## src/hdl/mpc_pkg.sv

```systemverilog
// Package for the MRU page cache: field widths, entry and key types,
// status codes and the table update command. No dependencies.
`default_nettype none
package mpc_pkg;

  localparam int DEF_ENTRIES = 5;
  localparam int DOC_W       = 8;
  localparam int PAGE_W      = 16;
  localparam int ANGLE_W     = 2;
  localparam int COUNT_W     = 15;
  localparam int BUF_W       = 3;
  localparam int MODE_W      = 2;
  localparam int PREV_W      = PAGE_W + 1;
  localparam int RA_W        = PAGE_W + 2;

  localparam logic [MODE_W-1:0] MODE_NORMAL = 2'd0;
  localparam int MODE_FLUSH_BIT = 1;

  typedef enum logic [2:0] {
    ST_HIT     = 3'd0,
    ST_FILLED  = 3'd1,
    ST_FAILED  = 3'd2,
    ST_RANGE   = 3'd3,
    ST_EMPTY   = 3'd4,
    ST_FLUSHED = 3'd5
  } status_t;

  typedef enum logic {
    S_IDLE,
    S_SCAN
  } state_t;

  typedef struct packed {
    logic [DOC_W-1:0]   doc;
    logic [PAGE_W-1:0]  page;
    logic [ANGLE_W-1:0] angle;
  } key_t;

  typedef struct packed {
    logic             valid;
    key_t             key;
    logic [BUF_W-1:0] buf_num;
  } entry_t;

  // fill: write key at pos as valid and rotate it to the front (hit or load)
  // inval: clear valid of the entry at pos (load failed)
  typedef struct packed {
    logic             flush;
    logic             fill;
    logic             inval;
    logic [BUF_W-1:0] pos;
    key_t             key;
  } tbl_op_t;

endpackage
`default_nettype wire

```

## src/hdl/mpc_tag_cmp.sv

```systemverilog
// Tag compare unit: checks one cache entry against the lookup key.
// Depends on mpc_pkg.
`default_nettype none
module mpc_tag_cmp
  import mpc_pkg::*;
(
  input  key_t   key,
  input  entry_t entry,
  output logic   hit
);

  assign hit = entry.valid && (entry.key.doc == key.doc) &&
               (entry.key.page == key.page) && (entry.key.angle == key.angle);

endmodule
`default_nettype wire

```

## src/hdl/mpc_entries.sv

```systemverilog
// Entry table in MRU order with one scan read port and move-to-front update.
// Depends on mpc_pkg.
`default_nettype none
module mpc_entries
  import mpc_pkg::*;
#(
  parameter int ENTRIES = DEF_ENTRIES,
  localparam int IDX_W  = (ENTRIES > 1) ? $clog2(ENTRIES) : 1
) (
  input  logic             clk,
  input  logic             rst,
  input  tbl_op_t          op,
  input  logic [IDX_W-1:0] rd_idx,
  output entry_t           rd_entry
);

  entry_t ent [ENTRIES];
  logic [IDX_W-1:0] pos;

  assign pos      = op.pos[IDX_W-1:0];
  assign rd_entry = ent[rd_idx];

  always_ff @(posedge clk) begin
    if (rst) begin
      for (int k = 0; k < ENTRIES; k++) begin
        ent[k].valid   <= 1'b0;
        ent[k].buf_num <= BUF_W'(k);
      end
    end else if (op.flush) begin
      for (int k = 0; k < ENTRIES; k++) begin
        ent[k].valid <= 1'b0;
      end
    end else if (op.fill) begin
      ent[0].valid   <= 1'b1;
      ent[0].key     <= op.key;
      ent[0].buf_num <= ent[pos].buf_num;
      for (int k = 1; k < ENTRIES; k++) begin
        if (IDX_W'(k) <= pos) begin
          ent[k] <= ent[k-1];
        end
      end
    end else if (op.inval) begin
      ent[pos].valid <= 1'b0;
    end
  end

endmodule
`default_nettype wire

```

## src/hdl/mpc_ctrl.sv

```systemverilog
// Request sequencer: front checks, readahead detection, entry scan and
// result registers. Depends on mpc_pkg.
`default_nettype none
module mpc_ctrl
  import mpc_pkg::*;
#(
  parameter int ENTRIES = DEF_ENTRIES,
  localparam int IDX_W  = (ENTRIES > 1) ? $clog2(ENTRIES) : 1
) (
  input  logic               clk,
  input  logic               rst,
  input  logic               start,
  input  logic [MODE_W-1:0]  mode,
  input  logic [DOC_W-1:0]   doc_id,
  input  logic [PAGE_W-1:0]  page_num,
  input  logic [ANGLE_W-1:0] angle_code,
  input  logic [COUNT_W-1:0] page_count,
  input  logic               forward_only,
  input  logic               load_ok,
  input  logic               readahead_busy,
  input  entry_t             rd_entry,
  input  logic               hit,
  output logic [IDX_W-1:0]   rd_idx,
  output key_t               key,
  output tbl_op_t            op,
  output logic               busy,
  output logic               done,
  output logic [2:0]         status,
  output logic [BUF_W-1:0]   buffer_index,
  output logic               readahead_valid,
  output logic [COUNT_W-1:0] readahead_page
);

  localparam logic [IDX_W-1:0] LAST = IDX_W'(ENTRIES - 1);

  state_t             state, state_next;
  logic [IDX_W-1:0]   idx, idx_next;
  key_t               key_next;
  logic               ok, ok_next;
  logic [PREV_W-1:0]  prev, prev_next;
  logic               ra_v, ra_v_next;
  logic [COUNT_W-1:0] ra_p, ra_p_next;
  logic               done_next;
  status_t            stat, stat_next;
  logic [BUF_W-1:0]   bufi, bufi_next;
  logic               rav_out, rav_out_next;
  logic [COUNT_W-1:0] rap_out, rap_out_next;

  logic signed [RA_W-1:0] page_x, prev_x, ra_up, ra_dn;
  logic                   range_bad, up_ok, dn_ok;

  always_comb begin
    page_x    = RA_W'($signed(page_num));
    prev_x    = RA_W'($signed(prev));
    ra_up     = page_x + RA_W'(1);
    ra_dn     = page_x - RA_W'(1);
    up_ok     = (page_x == prev_x + RA_W'(1)) && (ra_up[RA_W-1:COUNT_W] == '0);
    dn_ok     = (page_x == prev_x - RA_W'(1)) && (ra_dn[RA_W-1:COUNT_W] == '0);
    range_bad = !forward_only &&
                (page_num[PAGE_W-1] || (page_num[COUNT_W-1:0] >= page_count));
  end

  always_ff @(posedge clk) begin
    if (rst) begin
      state   <= S_IDLE;
      done    <= 1'b0;
      prev    <= '1;
      idx     <= '0;
    end else begin
      state   <= state_next;
      done    <= done_next;
      prev    <= prev_next;
      idx     <= idx_next;
    end
  end

  always_ff @(posedge clk) begin
    key     <= key_next;
    ok      <= ok_next;
    ra_v    <= ra_v_next;
    ra_p    <= ra_p_next;
    stat    <= stat_next;
    bufi    <= bufi_next;
    rav_out <= rav_out_next;
    rap_out <= rap_out_next;
  end

  always_comb begin
    state_next   = state;
    idx_next     = idx;
    key_next     = key;
    ok_next      = ok;
    prev_next    = prev;
    ra_v_next    = ra_v;
    ra_p_next    = ra_p;
    done_next    = 1'b0;
    stat_next    = stat;
    bufi_next    = bufi;
    rav_out_next = rav_out;
    rap_out_next = rap_out;
    op           = '0;
    op.pos       = BUF_W'(idx);
    op.key       = key;

    unique case (state)
      S_IDLE: begin
        if (start) begin
          bufi_next    = '0;
          rav_out_next = 1'b0;
          rap_out_next = '0;
          if (mode[MODE_FLUSH_BIT]) begin
            op.flush  = 1'b1;
            stat_next = ST_FLUSHED;
            done_next = 1'b1;
          end else if (mode == MODE_NORMAL && page_count == '0) begin
            stat_next = ST_EMPTY;
            done_next = 1'b1;
          end else if (range_bad) begin
            stat_next = ST_RANGE;
            done_next = 1'b1;
          end else begin
            key_next   = '{doc: doc_id, page: page_num, angle: angle_code};
            ok_next    = load_ok;
            idx_next   = '0;
            ra_v_next  = 1'b0;
            ra_p_next  = '0;
            state_next = S_SCAN;
            if (mode == MODE_NORMAL) begin
              prev_next = PREV_W'($signed(page_num));
              if (!readahead_busy) begin
                if (up_ok) begin
                  ra_v_next = 1'b1;
                  ra_p_next = ra_up[COUNT_W-1:0];
                end else if (dn_ok) begin
                  ra_v_next = 1'b1;
                  ra_p_next = ra_dn[COUNT_W-1:0];
                end
              end
            end
          end
        end
      end
      S_SCAN: begin
        if (hit || !rd_entry.valid || idx == LAST) begin
          bufi_next    = rd_entry.buf_num;
          rav_out_next = ra_v;
          rap_out_next = ra_p;
          done_next    = 1'b1;
          state_next   = S_IDLE;
          if (hit) begin
            op.fill   = 1'b1;
            stat_next = ST_HIT;
          end else if (ok) begin
            op.fill   = 1'b1;
            stat_next = ST_FILLED;
          end else begin
            op.inval  = 1'b1;
            stat_next = ST_FAILED;
          end
        end else begin
          idx_next = idx + IDX_W'(1);
        end
      end
      default: state_next = S_IDLE;
    endcase
  end

  assign rd_idx          = idx;
  assign busy            = (state == S_SCAN);
  assign status          = stat;
  assign buffer_index    = bufi;
  assign readahead_valid = rav_out;
  assign readahead_page  = rap_out;

endmodule
`default_nettype wire

```

## src/hdl/mru_page_cache_with_readahead_unit.sv

```systemverilog
// Top level of the MRU page cache with readahead detection.
// Depends on mpc_pkg, mpc_ctrl, mpc_entries and mpc_tag_cmp.
//
// A transaction is taken when start is high and busy is low. Flush, empty
// document and out-of-range requests finish at once: the result shows with
// done in the next cycle. A lookup scans the entries one per cycle
// through a single tag comparator, from the front to the first hit, the
// first empty entry or the last entry, and updates the table in the cycle
// that ends the scan. It keeps busy high while it scans, and done rises as
// busy falls. Done is high for exactly one cycle per result; there is no
// back-pressure, and the result registers keep the result on the ports until
// the next transaction is accepted. No clearing pass after reset.
`default_nettype none
module mru_page_cache_with_readahead_unit
  import mpc_pkg::*;
#(
  parameter int ENTRIES = DEF_ENTRIES
) (
  input  logic               clk,
  input  logic               rst,
  input  logic               start,
  output logic               busy,
  input  logic [MODE_W-1:0]  mode,
  input  logic [DOC_W-1:0]   doc_id,
  input  logic [PAGE_W-1:0]  page_num,
  input  logic [ANGLE_W-1:0] angle_code,
  input  logic [COUNT_W-1:0] page_count,
  input  logic               forward_only,
  input  logic               load_ok,
  input  logic               readahead_busy,
  output logic               done,
  output logic [2:0]         status,
  output logic [BUF_W-1:0]   buffer_index,
  output logic               readahead_valid,
  output logic [COUNT_W-1:0] readahead_page
);

  localparam int IDX_W = (ENTRIES > 1) ? $clog2(ENTRIES) : 1;

  logic [IDX_W-1:0] rd_idx;
  entry_t           rd_entry;
  key_t             key;
  tbl_op_t          op;
  logic             hit;

  mpc_ctrl #(.ENTRIES(ENTRIES)) u_ctrl (
    .clk, .rst, .start, .mode, .doc_id, .page_num, .angle_code, .page_count,
    .forward_only, .load_ok, .readahead_busy, .rd_entry, .hit, .rd_idx, .key,
    .op, .busy, .done, .status, .buffer_index, .readahead_valid,
    .readahead_page
  );

  mpc_entries #(.ENTRIES(ENTRIES)) u_entries (
    .clk, .rst, .op, .rd_idx, .rd_entry
  );

  mpc_tag_cmp u_cmp (
    .key, .entry(rd_entry), .hit
  );

  a_done_idle: assert property (@(posedge clk) disable iff (rst)
    done |-> !busy) else $error("result while scan still running");

  a_ra_lookup: assert property (@(posedge clk) disable iff (rst)
    (done && readahead_valid) |->
      (status == ST_HIT || status == ST_FILLED || status == ST_FAILED))
    else $error("readahead proposed outside a lookup");

  a_buf_zero: assert property (@(posedge clk) disable iff (rst)
    (done && (status == ST_RANGE || status == ST_EMPTY || status == ST_FLUSHED))
      |-> (buffer_index == '0 && !readahead_valid))
    else $error("payload set on a short result");

  a_one_update: assert property (@(posedge clk) disable iff (rst)
    $countones({op.flush, op.fill, op.inval}) <= 1)
    else $error("conflicting table updates");

  a_scan_ends: assert property (@(posedge clk) disable iff (rst)
    $fell(busy) |-> done) else $error("scan ended without a result");

endmodule
`default_nettype wire
```

## config.mk

```make
export PLATFORM = sky130hd
export DESIGN_NAME = mru_page_cache_with_readahead_unit
export DESIGN_NICKNAME = d
export VERILOG_FILES = /design/src/hdl/mpc_pkg.sv /design/src/hdl/mpc_tag_cmp.sv /design/src/hdl/mpc_entries.sv /design/src/hdl/mpc_ctrl.sv /design/src/hdl/mru_page_cache_with_readahead_unit.sv
export SDC_FILE = /design/constraint.sdc
export NUM_CORES = 1
export LEC_CHECK = 0
export BUFFER_PORTS_ARGS = -buffer_cell sky130_fd_sc_hd__buf_2
export CORE_UTILIZATION = 30
export CTS_CLUSTER_SIZE = 16
export DETAILED_ROUTE_END_ITERATION = 6
export GPL_TIMING_DRIVEN = 0
export PLACE_DENSITY = 0.44
export SLEW_MARGIN = 20
export SYNTH_ARGS = -nofsm -noshare
export SYNTH_HDL_FRONTEND = slang
export SYNTH_SLANG_ARGS = --single-unit
```

## constraint.sdc

```tcl
create_clock -name clk -period 4.8 [get_ports clk]
set_input_delay 0.72 -clock clk [delete_from_list [all_inputs] [get_ports clk]]
set_output_delay 0.72 -clock clk [all_outputs]
set_load 0.01 [all_outputs]
```

# Word level (Yosys, flattened, before mapping)
# Memories as Yosys holds them, arrays and structs flattened. A register that Yosys moved wholly into a read port is not among the register bits.
# Index checks and enable logic that the tools add are counted.
# classes
n_lt_le_gt_ge	5
eq_ne	13
bitwise_logic	20
add_sub_neg	5
reduce_logical	23
muxes	102
# ops
operator	count
$mux W1	65
$mux W3	21
$mux W15	4
$add A16 B2 Y17 const B	2
$eq A16 B17 Y1	2
$sub A16 B2 Y17 const B	2
$mux W30	1
$pmux W15 S2	1
$reduce_or A30 Y1	1
$pmux W3 S2	3
$eq A16 B16 Y1	1
$ge A15 B15 Y1	1
$logic_not A15 Y1	1
$or A1 B1 Y1	15
$ne A2 B2 Y1 const B	6
$reduce_and A5 Y1	2
$eq A8 B8 Y1	1
$mux W2	4
$logic_and A1 B1 Y1	7
$le A2 B3 Y1 const A	2
$logic_not A3 Y1	2
$pmux W1 S2	3
$reduce_and A6 Y1	1
$not A1 Y1	5
12 further kinds	15
# word_totals
ram_bits	150
mem_count	1
output_inout_bits	24
in_bits	49
reg_bits	86
# memory_table
name	depth	width	rd	rd_clocked_by_memory_dff	write_ports	line_no	source
u_entries.ent	5	30	5	1	5	mpc_entries.sv:17	entry_t ent [ENTRIES];

# Longest topological paths before layout
# Gate-level depths: netlist of the first run.
# depth
depth_word	15
ltp_mapped	13
mapped_depth_nobuf	10

# Modules after synthesis
# A second synthesis of the first run with hierarchy kept.
# unflattened
cells_unflattened	990
hier_area_um2	11945.2
# by_module_without_submodules
mod	area_per_inst_um2	n_inst	cells_per_inst
mpc_entries	6087.1	1	363
mpc_ctrl	5567.8	1	592
mpc_tag_cmp	290.3	1	35

# Worst setup path before layout of the first run
# No wires, ideal clock.
# synth_path
kind	input-to-reg
startpoint	input page_count[8]
endpoint	register, netlist name u_ctrl.key[0]
setup_ns	0.445
stages	9
slack_ns	0.625
arrival_ns	3.730
n_path_buf	0
path_cell_list	inv_1 > ha_1 > a21o_1 > a21o_1 > a21oi_1 > o211ai_1 > a21oi_1 > nand2_1 > nor2_1
# synth_between
elab_chain_cells	5
elab_cells_between_ends	8
cone_classes	1 x order compare; 2 x bitwise; 5 x reduce/logical
# synth_lines
item	line_no	source
start, declared	mru_page_cache_with_readahead_unit.sv:27	input logic [COUNT_W-1:0] page_count,
$ge A15 B15 Y1	mpc_ctrl.sv:60	(page_num[PAGE_W-1] || (page_num[COUNT_W-1:0] >= page_count));
$logic_or A1 B1 Y1	mpc_ctrl.sv:60	
$logic_and A1 B1 Y1	mpc_ctrl.sv:59	range_bad = !forward_only &&
$not A1 Y1 (no line)	-	
$reduce_and A5 Y1 (no line) *	-	
# Mark *: on every way between the ends. The rest lies on a longest branch, timed or not.
# A chain may end at the register's enable or synchronous reset.

==> impl_metrics.prom, run 1 <==
# TYPE chip_impl_metric gauge
chip_impl_metric{name="grt_pass1_vias",unit=""} 9357
chip_impl_metric{name="dr.pass1.iters",unit=""} 5
chip_impl_metric{name="power_frac_comb",unit="%"} 6.2
chip_impl_metric{name="number_of_maximum_capacitance_constraint_violations",unit=""} 0
chip_impl_metric{name="drv_slew",unit=""} 0
chip_impl_metric{name="slew_headroom",unit="%"} 27.3
chip_impl_metric{name="global_route.overflow_total",unit=""} 0
chip_impl_info{name="synth_area_leaders",value="edfxtp_1 51%, dfxtp_1 4.7%, mux2i_1 4.2%"} 1
chip_impl_metric{name="io_buffers",unit=""} 72
chip_impl_metric{name="post_dp_cell_area",unit="sq mm"} 0.0137
chip_impl_info{name="hold_path_class",value="in2reg"} 1
chip_impl_info{name="synth_area_leader_cell",value="edfxtp_1"} 1
chip_impl_metric{name="numCtsBuffers",unit=""} 29
chip_impl_metric{name="synth_warnings",unit=""} 0
chip_impl_metric{name="syn2layout_area_growth",unit="%"} 17.6
chip_impl_metric{name="intPower",unit="uW"} 3690
chip_impl_metric{name="initial_drt_markers",unit=""} 715
chip_impl_metric{name="design.die.area",unit="sq mm"} 0.0424
chip_impl_metric{name="initial_core_util",unit="%"} 30.5
chip_impl_metric{name="dpl_worst_slack",unit="ns"} 0.0376
chip_impl_metric{name="postSynthNetCount",unit=""} 1166
chip_impl_metric{name="post_cts_hold_buffer_count",unit=""} 0
chip_impl_metric{name="std_cell_rows",unit=""} 74
chip_impl_metric{name="clkSlewWorstSetupHoldPaths",unit="ns"} 0.06
chip_impl_metric{name="finalClockSkew",unit="ns"} 0.0216
chip_impl_metric{name="period_needed",unit="ns"} 4.57
chip_impl_metric{name="post_drt_via_cell_ratio",unit=""} 5.42
chip_impl_info{name="mostFrequentLayoutCell",value="edfxtp_1"} 1
chip_impl_metric{name="dp_cells",unit=""} 1707
chip_impl_metric{name="final.setup.worst_slack",unit="ns"} 0.230
chip_impl_metric{name="tritoncts_num_sinks",unit=""} 239
chip_impl_metric{name="synthesized_area",unit="sq mm"} 0.0125
chip_impl_metric{name="clkLatencyLatePin",unit="ns"} 0.56
chip_impl_info{name="mostFrequentLayoutCells",value="210 x edfxtp_1, 84 x buf_2, 68 x nand2_1"} 1
chip_impl_metric{name="grt_util_all_layers",unit="%"} 18.7
chip_impl_metric{name="layout.filler_cells",unit=""} 4114
chip_impl_info{name="clock-root-buffer",value="clkbuf_16"} 1
chip_impl_metric{name="average_cell_area_after_synthesis",unit="sq um"} 11.4
chip_impl_metric{name="number_of_enable_flip_flop_cells_after_synthesis",unit=""} 210
chip_impl_metric{name="total_switching_power",unit="uW"} 1090
chip_impl_info{name="grt_setup_unrepaired",value="no"} 1
chip_impl_metric{name="grt_pass1_wl",unit="mm"} 59.4
chip_impl_metric{name="routed_wire_length_per_instance",unit="microns"} 22.4
chip_impl_metric{name="finalSetupViolCount",unit=""} 0
chip_impl_metric{name="final_routed_wirelength_across_all_metal_layers",unit="mm"} 39.5
chip_impl_metric{name="async_reset_ff_share",unit="%"} 0
chip_impl_metric{name="total_leakage_power",unit="uW"} 0.00498
chip_impl_metric{name="post_synthesis_sequential_area_ratio",unit="%"} 55.3
chip_impl_metric{name="boundaryPins",unit=""} 73
chip_impl_metric{name="power.share.clock",unit="%"} 45.7
chip_impl_metric{name="initial_antenna_violation_count",unit=""} 0
chip_impl_metric{name="cts_max_path_buffers",unit=""} 3
chip_impl_metric{name="pin_slew_with_the_least_headroom_to_its_limit",unit="ns"} 1.09
chip_impl_metric{name="area_share_of_the_largest_cell_type_after_synthesis",unit="%"} 50.6
chip_impl_metric{name="drt.antenna.violating_nets",unit=""} 0
chip_impl_metric{name="fraction_of_final_layout_cells_with_drive_strength_greater_than_1",unit="%"} 15.1
chip_impl_metric{name="power.share.switching",unit="%"} 22.7
chip_impl_metric{name="die_width",unit="microns"} 206
chip_impl_info{name="crit_path_end_kind",value="flop"} 1
chip_impl_metric{name="num_vias",unit=""} 9544
chip_impl_metric{name="timing.final.crit_share",unit="%"} 95.2
chip_impl_metric{name="finalHoldViolCount",unit=""} 0
chip_impl_info{name="synth_ff_type",value="edfxtp_1"} 1
chip_impl_metric{name="finish.utilization",unit="%"} 35.8
chip_impl_info{name="run_status",value="finished, final reports clean"} 1
chip_impl_metric{name="layout.cell_area.non_filler",unit="sq mm"} 0.0147
chip_impl_info{name="tritoncts_clock_tree",value="built"} 1
chip_impl_metric{name="share_seq_of_total_power",unit="%"} 48.1
chip_impl_metric{name="cp_max_fo",unit=""} 19
chip_impl_metric{name="layout.cells.non_filler",unit=""} 1762
chip_impl_metric{name="dp_hpwl",unit="mm"} 28.7
chip_impl_metric{name="core_area",unit="sq mm"} 0.0409
chip_impl_metric{name="vdd_drop_max",unit="mV"} 0.247
chip_impl_metric{name="maximum_number_of_pins_on_one_net_before_global_route_repair",unit=""} 27
chip_impl_metric{name="yosys_register_bits",unit=""} 239
chip_impl_metric{name="count_of_nets_after_finishing",unit=""} 1279
chip_impl_metric{name="cts_max_level",unit=""} 1
chip_impl_metric{name="remaining_drc_errors",unit=""} 0
chip_impl_metric{name="die_y",unit="microns"} 206
chip_impl_info{name="critical_path.startpoint_type",value="flop"} 1
chip_impl_metric{name="max_freq",unit="MHz"} 219
chip_impl_metric{name="routability_congestion",unit=""} 0.898
chip_impl_metric{name="timing.critical_path.arrival",unit="ns"} 4.82
chip_impl_info{name="setup.worst_path.class",value="reg2reg"} 1
chip_impl_metric{name="power-per-cell-area",unit="mW/mm^2"} 326
chip_impl_metric{name="synthDistinctLibCells",unit=""} 90
chip_impl_metric{name="netlist_instances",unit=""} 1096
chip_impl_metric{name="antennaDiodeCount",unit=""} 0
chip_impl_metric{name="cp_required",unit="ns"} 5.05
-- Yosys cell counts (all sizes together) (4+ instances only) --
| master | instances |
|---|---|
| ha | 21 |
| a21oi | 46 |
| o21ai | 52 |
| nand2b | 6 |
| o211ai | 13 |
| nand3 | 29 |
| or2 | 5 |
| o311ai | 4 |
| a211oi | 8 |
| edfxtp | 210 |
| and3 | 8 |
| a22oi | 8 |
| nand3b | 6 |
| xnor2 | 19 |
| a221oi | 5 |
| a211o | 6 |
| xor2 | 16 |
| a2bb2oi | 4 |
| mux2i | 52 |
| dfxtp | 29 |
| inv | 43 |
| nand4 | 22 |
| a31oi | 12 |
| or4 | 5 |
| o21a | 4 |
| nand2 | 68 |
| a21o | 5 |
| nor2 | 57 |
| or3 | 14 |
| o221ai | 7 |
| buf | 28 |
| o22ai | 5 |
| nor4 | 27 |
| nor2b | 18 |
| clkbuf | 45 |
| o21bai | 9 |
| nor3b | 25 |
| mux4 | 5 |
| mux2 | 10 |
| and2 | 21 |
| nor4b | 4 |
| nor3 | 50 |
| nor4bb | 6 |
-- repair_timing --
| item | CTS | global route |
|---|---|---|
| setup endpoints to repair | 0 | 62 |
| setup buffers | 0 | 3 |
| gates resized for setup | 0 | 3 |
| hold endpoints to repair | 0 | 0 |
-- critical path, cell delays in order, from the launching register on --
cell and delay, ns:
dfxtp_1 0.35, buf_6 0.16, buf_2 0.23, inv_1 0.25, clkbuf_1 0.59, nand2_1 0.14, and3_1 0.25, nor4_1 0.46
nand4_1 0.21, nor4_4 0.49, o21ai_2 0.13, clkbuf_1 0.34, nor2_4 0.42, buf_12 0.24
-- sequential cells by signal (all words and copies together), names as in the netlist, 3 cells and up, named ones only --
name and flops:
u_ctrl.buffer_index 3, u_ctrl.key 26, u_ctrl.prev 16, u_ctrl.ra_p 15
u_ctrl.rd_idx 3, u_ctrl.readahead_page 15, u_ctrl.status 3, u_entries.ent 150
-- area by class of cell --
class | count | area (sq um) | area share [%]
flip-flops and latches | 239 | 6890 | 47.0
multi-input cells | 739 | 5110 | 34.9
clock buffers | 33 | 741 | 5.05
well taps | 532 | 666 | 4.54
repair buffers | 82 | 546 | 3.72
plain buffers | 73 | 349 | 2.38
clock inverters | 19 | 189 | 1.29
inverters | 45 | 171 | 1.17
-- power by group through the flow --
stage / Sequential (uW) / Clock (uW) / Combinational, uW
6_report: 2300 / 2180 / 295
5_1_grt: 2300 / 2320 / 324
4_1_cts: 2300 / 2230 / 295
3_5_place_dp: 2340 / 0 / 294
3_3_place_gp: 2350 / 0 / 285
2_1_floorplan: 2340 / 0 / 163
-- through the flow --
step	hold slack, ns	TNS [ns]	power, uW
floorplan	0.418	0	2510
global placement	0.422	-235.87	2630
detailed placement	0.427	0	2640
CTS	0.316	0	4830
global route	0.319	0	4940
finish	0.338	0	4780
-- worst paths after layout --
path,startpoint,end,slack [ns],cells past startpoint
worst min-delay path,doc_id[3],u_ctrl.key[21],0.34,1
worst max-delay path,flop,u_entries.ent[1][5],0.23,13
worst min register to register,u_entries.ent[3][5],u_entries.ent[4][5],0.43,0
worst max register to register,flop,u_entries.ent[1][5],0.23,13
-- per-layer routing --
layer	share of wire (%)	GRT usage, %	vias to the layer above	routed length, microns
met5	0	0	-	0
met4	1.9	4.91	0	749
met3	4.9	2.41	49	1940
met2	48	31.3	280	18900
met1	45	25.4	4768	17900
li1	-	-	4447	-
-- kinds of logic after synthesis --
family / after synthesis / share of synthesized area, %
and+or+nand+nor: 388 / 17.6
DFF: 239 / 55.3
AOI/OAI and AO/OA: 228 / 12.5
buffers and inverters: 118 / 4.16
muxes: 67 / 5.98
xor gates and xnor gates: 35 / 2.46
adders and majority gates: 21 / 2.11
(Power assumes the default switching activity.)
==> run 2: changes to the inputs <==
--- a/config.mk
+++ b/config.mk
@@ -5,6 +5,7 @@
 export SDC_FILE = /design/constraint.sdc
 export NUM_CORES = 1
 export LEC_CHECK = 0
+export ABC_AREA = 1
 export BUFFER_PORTS_ARGS = -buffer_cell sky130_fd_sc_hd__buf_2
 export CORE_UTILIZATION = 30
 export CTS_CLUSTER_SIZE = 16
@@ -15,3 +16,4 @@
 export SYNTH_ARGS = -nofsm -noshare
 export SYNTH_HDL_FRONTEND = slang
 export SYNTH_SLANG_ARGS = --single-unit
+export TNS_END_PERCENT = 50
==> constraint.sdc (replaced) <==
create_clock -name clk -period 5.43 [get_ports clk]
set_input_delay 0.8145 -clock clk [delete_from_list [all_inputs] [get_ports clk]]
set_output_delay 0.8145 -clock clk [all_outputs]
set_load 0.01 [all_outputs]
==> run 2 against run 1 <==
Net effect:
- non-clock buffer count shrank 24
- count of clock-buffer cells in the layout is 7 higher
- fmax up 28%
- critical path depth rose by 4
- clock skew is 0.0048 ns lower
- setup slack improved by 1.6 ns
- final cell count up 12%
- register-to-register slack improved by 1.6 ns
- die area decreased by 1.7%
- critical path type unchanged
==> impl_metrics.prom, run 2 <==
# TYPE chip_impl_metric gauge
chip_impl_info{name="run_status",value="finished, final reports clean"} 1
chip_impl_metric{name="post_synthesis_sequential_area_ratio",unit="%"} 56.2
chip_impl_metric{name="dpl_worst_slack",unit="ns"} 1.74
chip_impl_metric{name="cts_max_path_buffers",unit=""} 3
chip_impl_metric{name="grt_pass1_wl",unit="mm"} 54.1
chip_impl_metric{name="synthesized_area",unit="sq mm"} 0.0123
chip_impl_metric{name="dr.pass1.iters",unit=""} 5
chip_impl_metric{name="grt_util_all_layers",unit="%"} 17.1
chip_impl_metric{name="pin_slew_with_the_least_headroom_to_its_limit",unit="ns"} 0.767
chip_impl_metric{name="cp_max_fo",unit=""} 19
chip_impl_metric{name="core_area",unit="sq mm"} 0.0400
chip_impl_metric{name="period_needed",unit="ns"} 3.58
chip_impl_info{name="setup.worst_path.class",value="reg2reg"} 1
chip_impl_info{name="mostFrequentLayoutCell",value="nand2_1"} 1
chip_impl_metric{name="largest_register_ff_count",unit=""} 150
chip_impl_metric{name="layout.cells.non_filler",unit=""} 1966
chip_impl_metric{name="fraction_of_final_layout_cells_with_drive_strength_greater_than_1",unit="%"} 12.7
chip_impl_metric{name="final_routed_wirelength_across_all_metal_layers",unit="mm"} 34.8
chip_impl_metric{name="initial_core_util",unit="%"} 30.6
chip_impl_metric{name="routability_congestion",unit=""} 0.865
chip_impl_metric{name="initial_antenna_violation_count",unit=""} 0
chip_impl_metric{name="initial_drt_markers",unit=""} 522
chip_impl_info{name="post-synth-top-count-cell",value="nand2_1"} 1
chip_impl_info{name="synth_area_leader_cell",value="edfxtp_1"} 1
chip_impl_info{name="synth_commonest_cells",value="357 x nand2_1, 210 x edfxtp_1, 146 x nand3_1"} 1
chip_impl_metric{name="std_cell_rows",unit=""} 73
chip_impl_metric{name="synthDistinctLibCells",unit=""} 47
chip_impl_metric{name="io_buffers",unit=""} 71
chip_impl_info{name="synth_area_leaders",value="edfxtp_1 51%, nand2_1 11%, nand3_1 6.0%"} 1
chip_impl_metric{name="dp_hpwl",unit="mm"} 25.2
chip_impl_metric{name="number_of_enable_flip_flop_cells_after_synthesis",unit=""} 210
chip_impl_info{name="hold_endpoint",value="u_ctrl.key[20]"} 1
chip_impl_metric{name="cp_required",unit="ns"} 5.61
chip_impl_info{name="critical_path.startpoint_type",value="flop"} 1
chip_impl_metric{name="power-per-cell-area",unit="mW/mm^2"} 298
chip_impl_metric{name="average_cell_area_after_synthesis",unit="sq um"} 9.31
chip_impl_info{name="mostFrequentLayoutCells",value="357 x nand2_1, 210 x edfxtp_1, 146 x nand3_1"} 1
chip_impl_metric{name="yosys_register_bits",unit=""} 239
chip_impl_metric{name="cts_resized",unit=""} 0
chip_impl_metric{name="finalClockSkew",unit="ns"} 0.0168
chip_impl_metric{name="async_reset_ff_share",unit="%"} 0
chip_impl_metric{name="layout.filler_cells",unit=""} 4183
chip_impl_metric{name="slew_headroom",unit="%"} 48.8
chip_impl_info{name="biggestRegsByFlops",value="u_entries.ent x150, u_ctrl.key x26, u_ctrl.prev x16"} 1
chip_impl_info{name="grt_setup_unrepaired",value="no"} 1
chip_impl_info{name="registers.top_by_ff_count",value="u_entries.ent"} 1
chip_impl_metric{name="tns_setup",unit="ns"} 0
chip_impl_metric{name="clkLatencyLatePin",unit="ns"} 0.56
chip_impl_metric{name="die_width",unit="microns"} 204
chip_impl_info{name="critical_path.reg2reg.endpoint",value="u_ctrl.readahead_page[13]"} 1
chip_impl_metric{name="netlist_instances",unit=""} 1316
chip_impl_metric{name="cts_max_level",unit=""} 1
chip_impl_info{name="clock-root-buffer",value="clkbuf_16"} 1
chip_impl_metric{name="maximum_number_of_pins_on_one_net_before_global_route_repair",unit=""} 44
chip_impl_metric{name="post_cts.repair.setup_buffers",unit=""} 0
chip_impl_info{name="crit_path_end_kind",value="flop"} 1
chip_impl_metric{name="clkSlewWorstSetupHoldPaths",unit="ns"} 0.06
chip_impl_metric{name="ff2ff_path_depth",unit=""} 17
chip_impl_metric{name="finalHoldViolCount",unit=""} 0
chip_impl_metric{name="finalSetupViolCount",unit=""} 0
chip_impl_metric{name="synth_warnings",unit=""} 0
chip_impl_metric{name="dp_cells",unit=""} 1914
chip_impl_metric{name="post_drt_via_cell_ratio",unit=""} 4.72
chip_impl_metric{name="numCtsBuffers",unit=""} 29
chip_impl_metric{name="register_area",unit="sq mm"} 0.00689
chip_impl_info{name="tritoncts_clock_tree",value="built"} 1
chip_impl_metric{name="area_share_of_the_largest_cell_type_after_synthesis",unit="%"} 51.5
chip_impl_metric{name="routed_wire_length_per_instance",unit="microns"} 17.7
chip_impl_metric{name="boundaryPins",unit=""} 73
chip_impl_info{name="hold_start",value="doc_id[2]"} 1
chip_impl_metric{name="postSynthNetCount",unit=""} 1386
chip_impl_info{name="hold_path_class",value="in2reg"} 1
chip_impl_metric{name="number_of_maximum_capacitance_constraint_violations",unit=""} 0
chip_impl_metric{name="final.setup.worst_slack",unit="ns"} 1.85
chip_impl_metric{name="total_leakage_power",unit="uW"} 0.00600
chip_impl_metric{name="max_freq",unit="MHz"} 279
chip_impl_metric{name="tritoncts_num_sinks",unit=""} 239
chip_impl_metric{name="post_cts_hold_buffer_count",unit=""} 0
chip_impl_metric{name="grt_pass1_vias",unit=""} 9286
chip_impl_metric{name="timing.critical_path.arrival",unit="ns"} 3.77
chip_impl_metric{name="timing.final.crit_share",unit="%"} 66.0
chip_impl_metric{name="count_of_nets_after_finishing",unit=""} 1490
chip_impl_metric{name="min_delay_path_depth",unit=""} 1
chip_impl_metric{name="design.die.area",unit="sq mm"} 0.0416
chip_impl_metric{name="antennaDiodeCount",unit=""} 0
chip_impl_metric{name="rrSetupSlack",unit="ns"} 1.85
chip_impl_metric{name="area_occupied_by_multi_input_gates",unit="sq mm"} 0.00450
chip_impl_metric{name="drt.antenna.violating_nets",unit=""} 0
chip_impl_metric{name="vdd_drop_max",unit="mV"} 0.221
chip_impl_info{name="synth_ff_type",value="edfxtp_1"} 1
chip_impl_metric{name="remaining_drc_errors",unit=""} 0
chip_impl_metric{name="syn2layout_area_growth",unit="%"} 15.9
chip_impl_metric{name="global_route.overflow_total",unit=""} 0
chip_impl_metric{name="die_y",unit="microns"} 204
chip_impl_metric{name="num_vias",unit=""} 9280
chip_impl_metric{name="drv_slew",unit=""} 0
## run 2: metrics by stage
step | total power, uW | utilization, % | area [sq um] | hold WS, ns
3_3_place_gp | 2460 | 33.2 | 13300 | 0.428
3_5_place_dp | 2460 | 33.3 | 13300 | 0.432
2_1_floorplan | 2320 | - | 12300 | 0.427
6_report | 4220 | 35.5 | 14200 | 0.428
4_1_cts | 4270 | 35.5 | 14200 | 0.406
5_1_grt | 4400 | 35.5 | 14200 | 0.405
## run 2: cell families (layout without fill, tap and decap cells)
family | after synthesis | in the layout | share of synthesized area, %
AO/OA/AOI/OAI | 96 | 96 | 4.74
XOR/XNOR | 64 | 64 | 4.69
buffers and inverters | 208 | 333 | 7.13
AND/OR/NAND/NOR | 688 | 688 | 25.1
flip-flops | 239 | 239 | 56.2
adder cells (fa/ha/maj) | 21 | 21 | 2.14
## run 2: area by class of cell
class / count / area share (%)
sequential: 239 / 48.5
inverter: 150 / 4.00
multi-input combinational: 869 / 31.7
timing repair buffer: 73 / 2.89
clock inverter: 12 / 0.652
tap: 525 / 4.63
clock buffer: 40 / 5.47
buffer: 58 / 2.17
## run 2: critical path, stage by stage, from the launching register on
cell	delay, ns
dfxtp_1	0.30
buf_4	0.16
inv_4	0.12
buf_2	0.35
nand2_1	0.09
nand3_1	0.09
nand3_1	0.12
nand3_1	0.18
nand2_1	0.08
nor2_1	0.12
nand2_1	0.09
nor2_1	0.13
nand2_1	0.22
o21ai_1	0.24
nand2_1	0.12
inv_2	0.14
nor2_1	0.08
inv_1	0.57
## run 2: routing by layer
layer | part of all wire [%] | GRT usage [%] | vias to the layer above
li1 | - | - | 4643
met4 | 1.9 | 4.50 | 0
met5 | 0 | 0 | -
met1 | 46 | 22.9 | 4395
met2 | 48 | 29.0 | 197
met3 | 4.1 | 2.22 | 45
## run 2: where the power goes
group	internal (uW)	leakage, uW	switching [uW]
combinational	121	0.00342	249
sequential	2030	0.00216	20.7
clock	1040	0.000417	764
## run 2: how the worst max path moves through the flow
stage / startpoint / to / slack (ns) / depth (start not counted)
global placement: page_num[15] / u_ctrl.key[24] / 0.72 / 10
floorplan: page_count[2] / u_ctrl.key[0] / 2.20 / 12
finish: flop / u_ctrl.readahead_page[13] / 1.85 / 17
CTS: flop / u_entries.ent[2][23] / 1.77 / 15
global route: flop / u_ctrl.readahead_page[14] / 1.51 / 17
detailed placement: flop / u_entries.ent[3][1] / 1.74 / 16
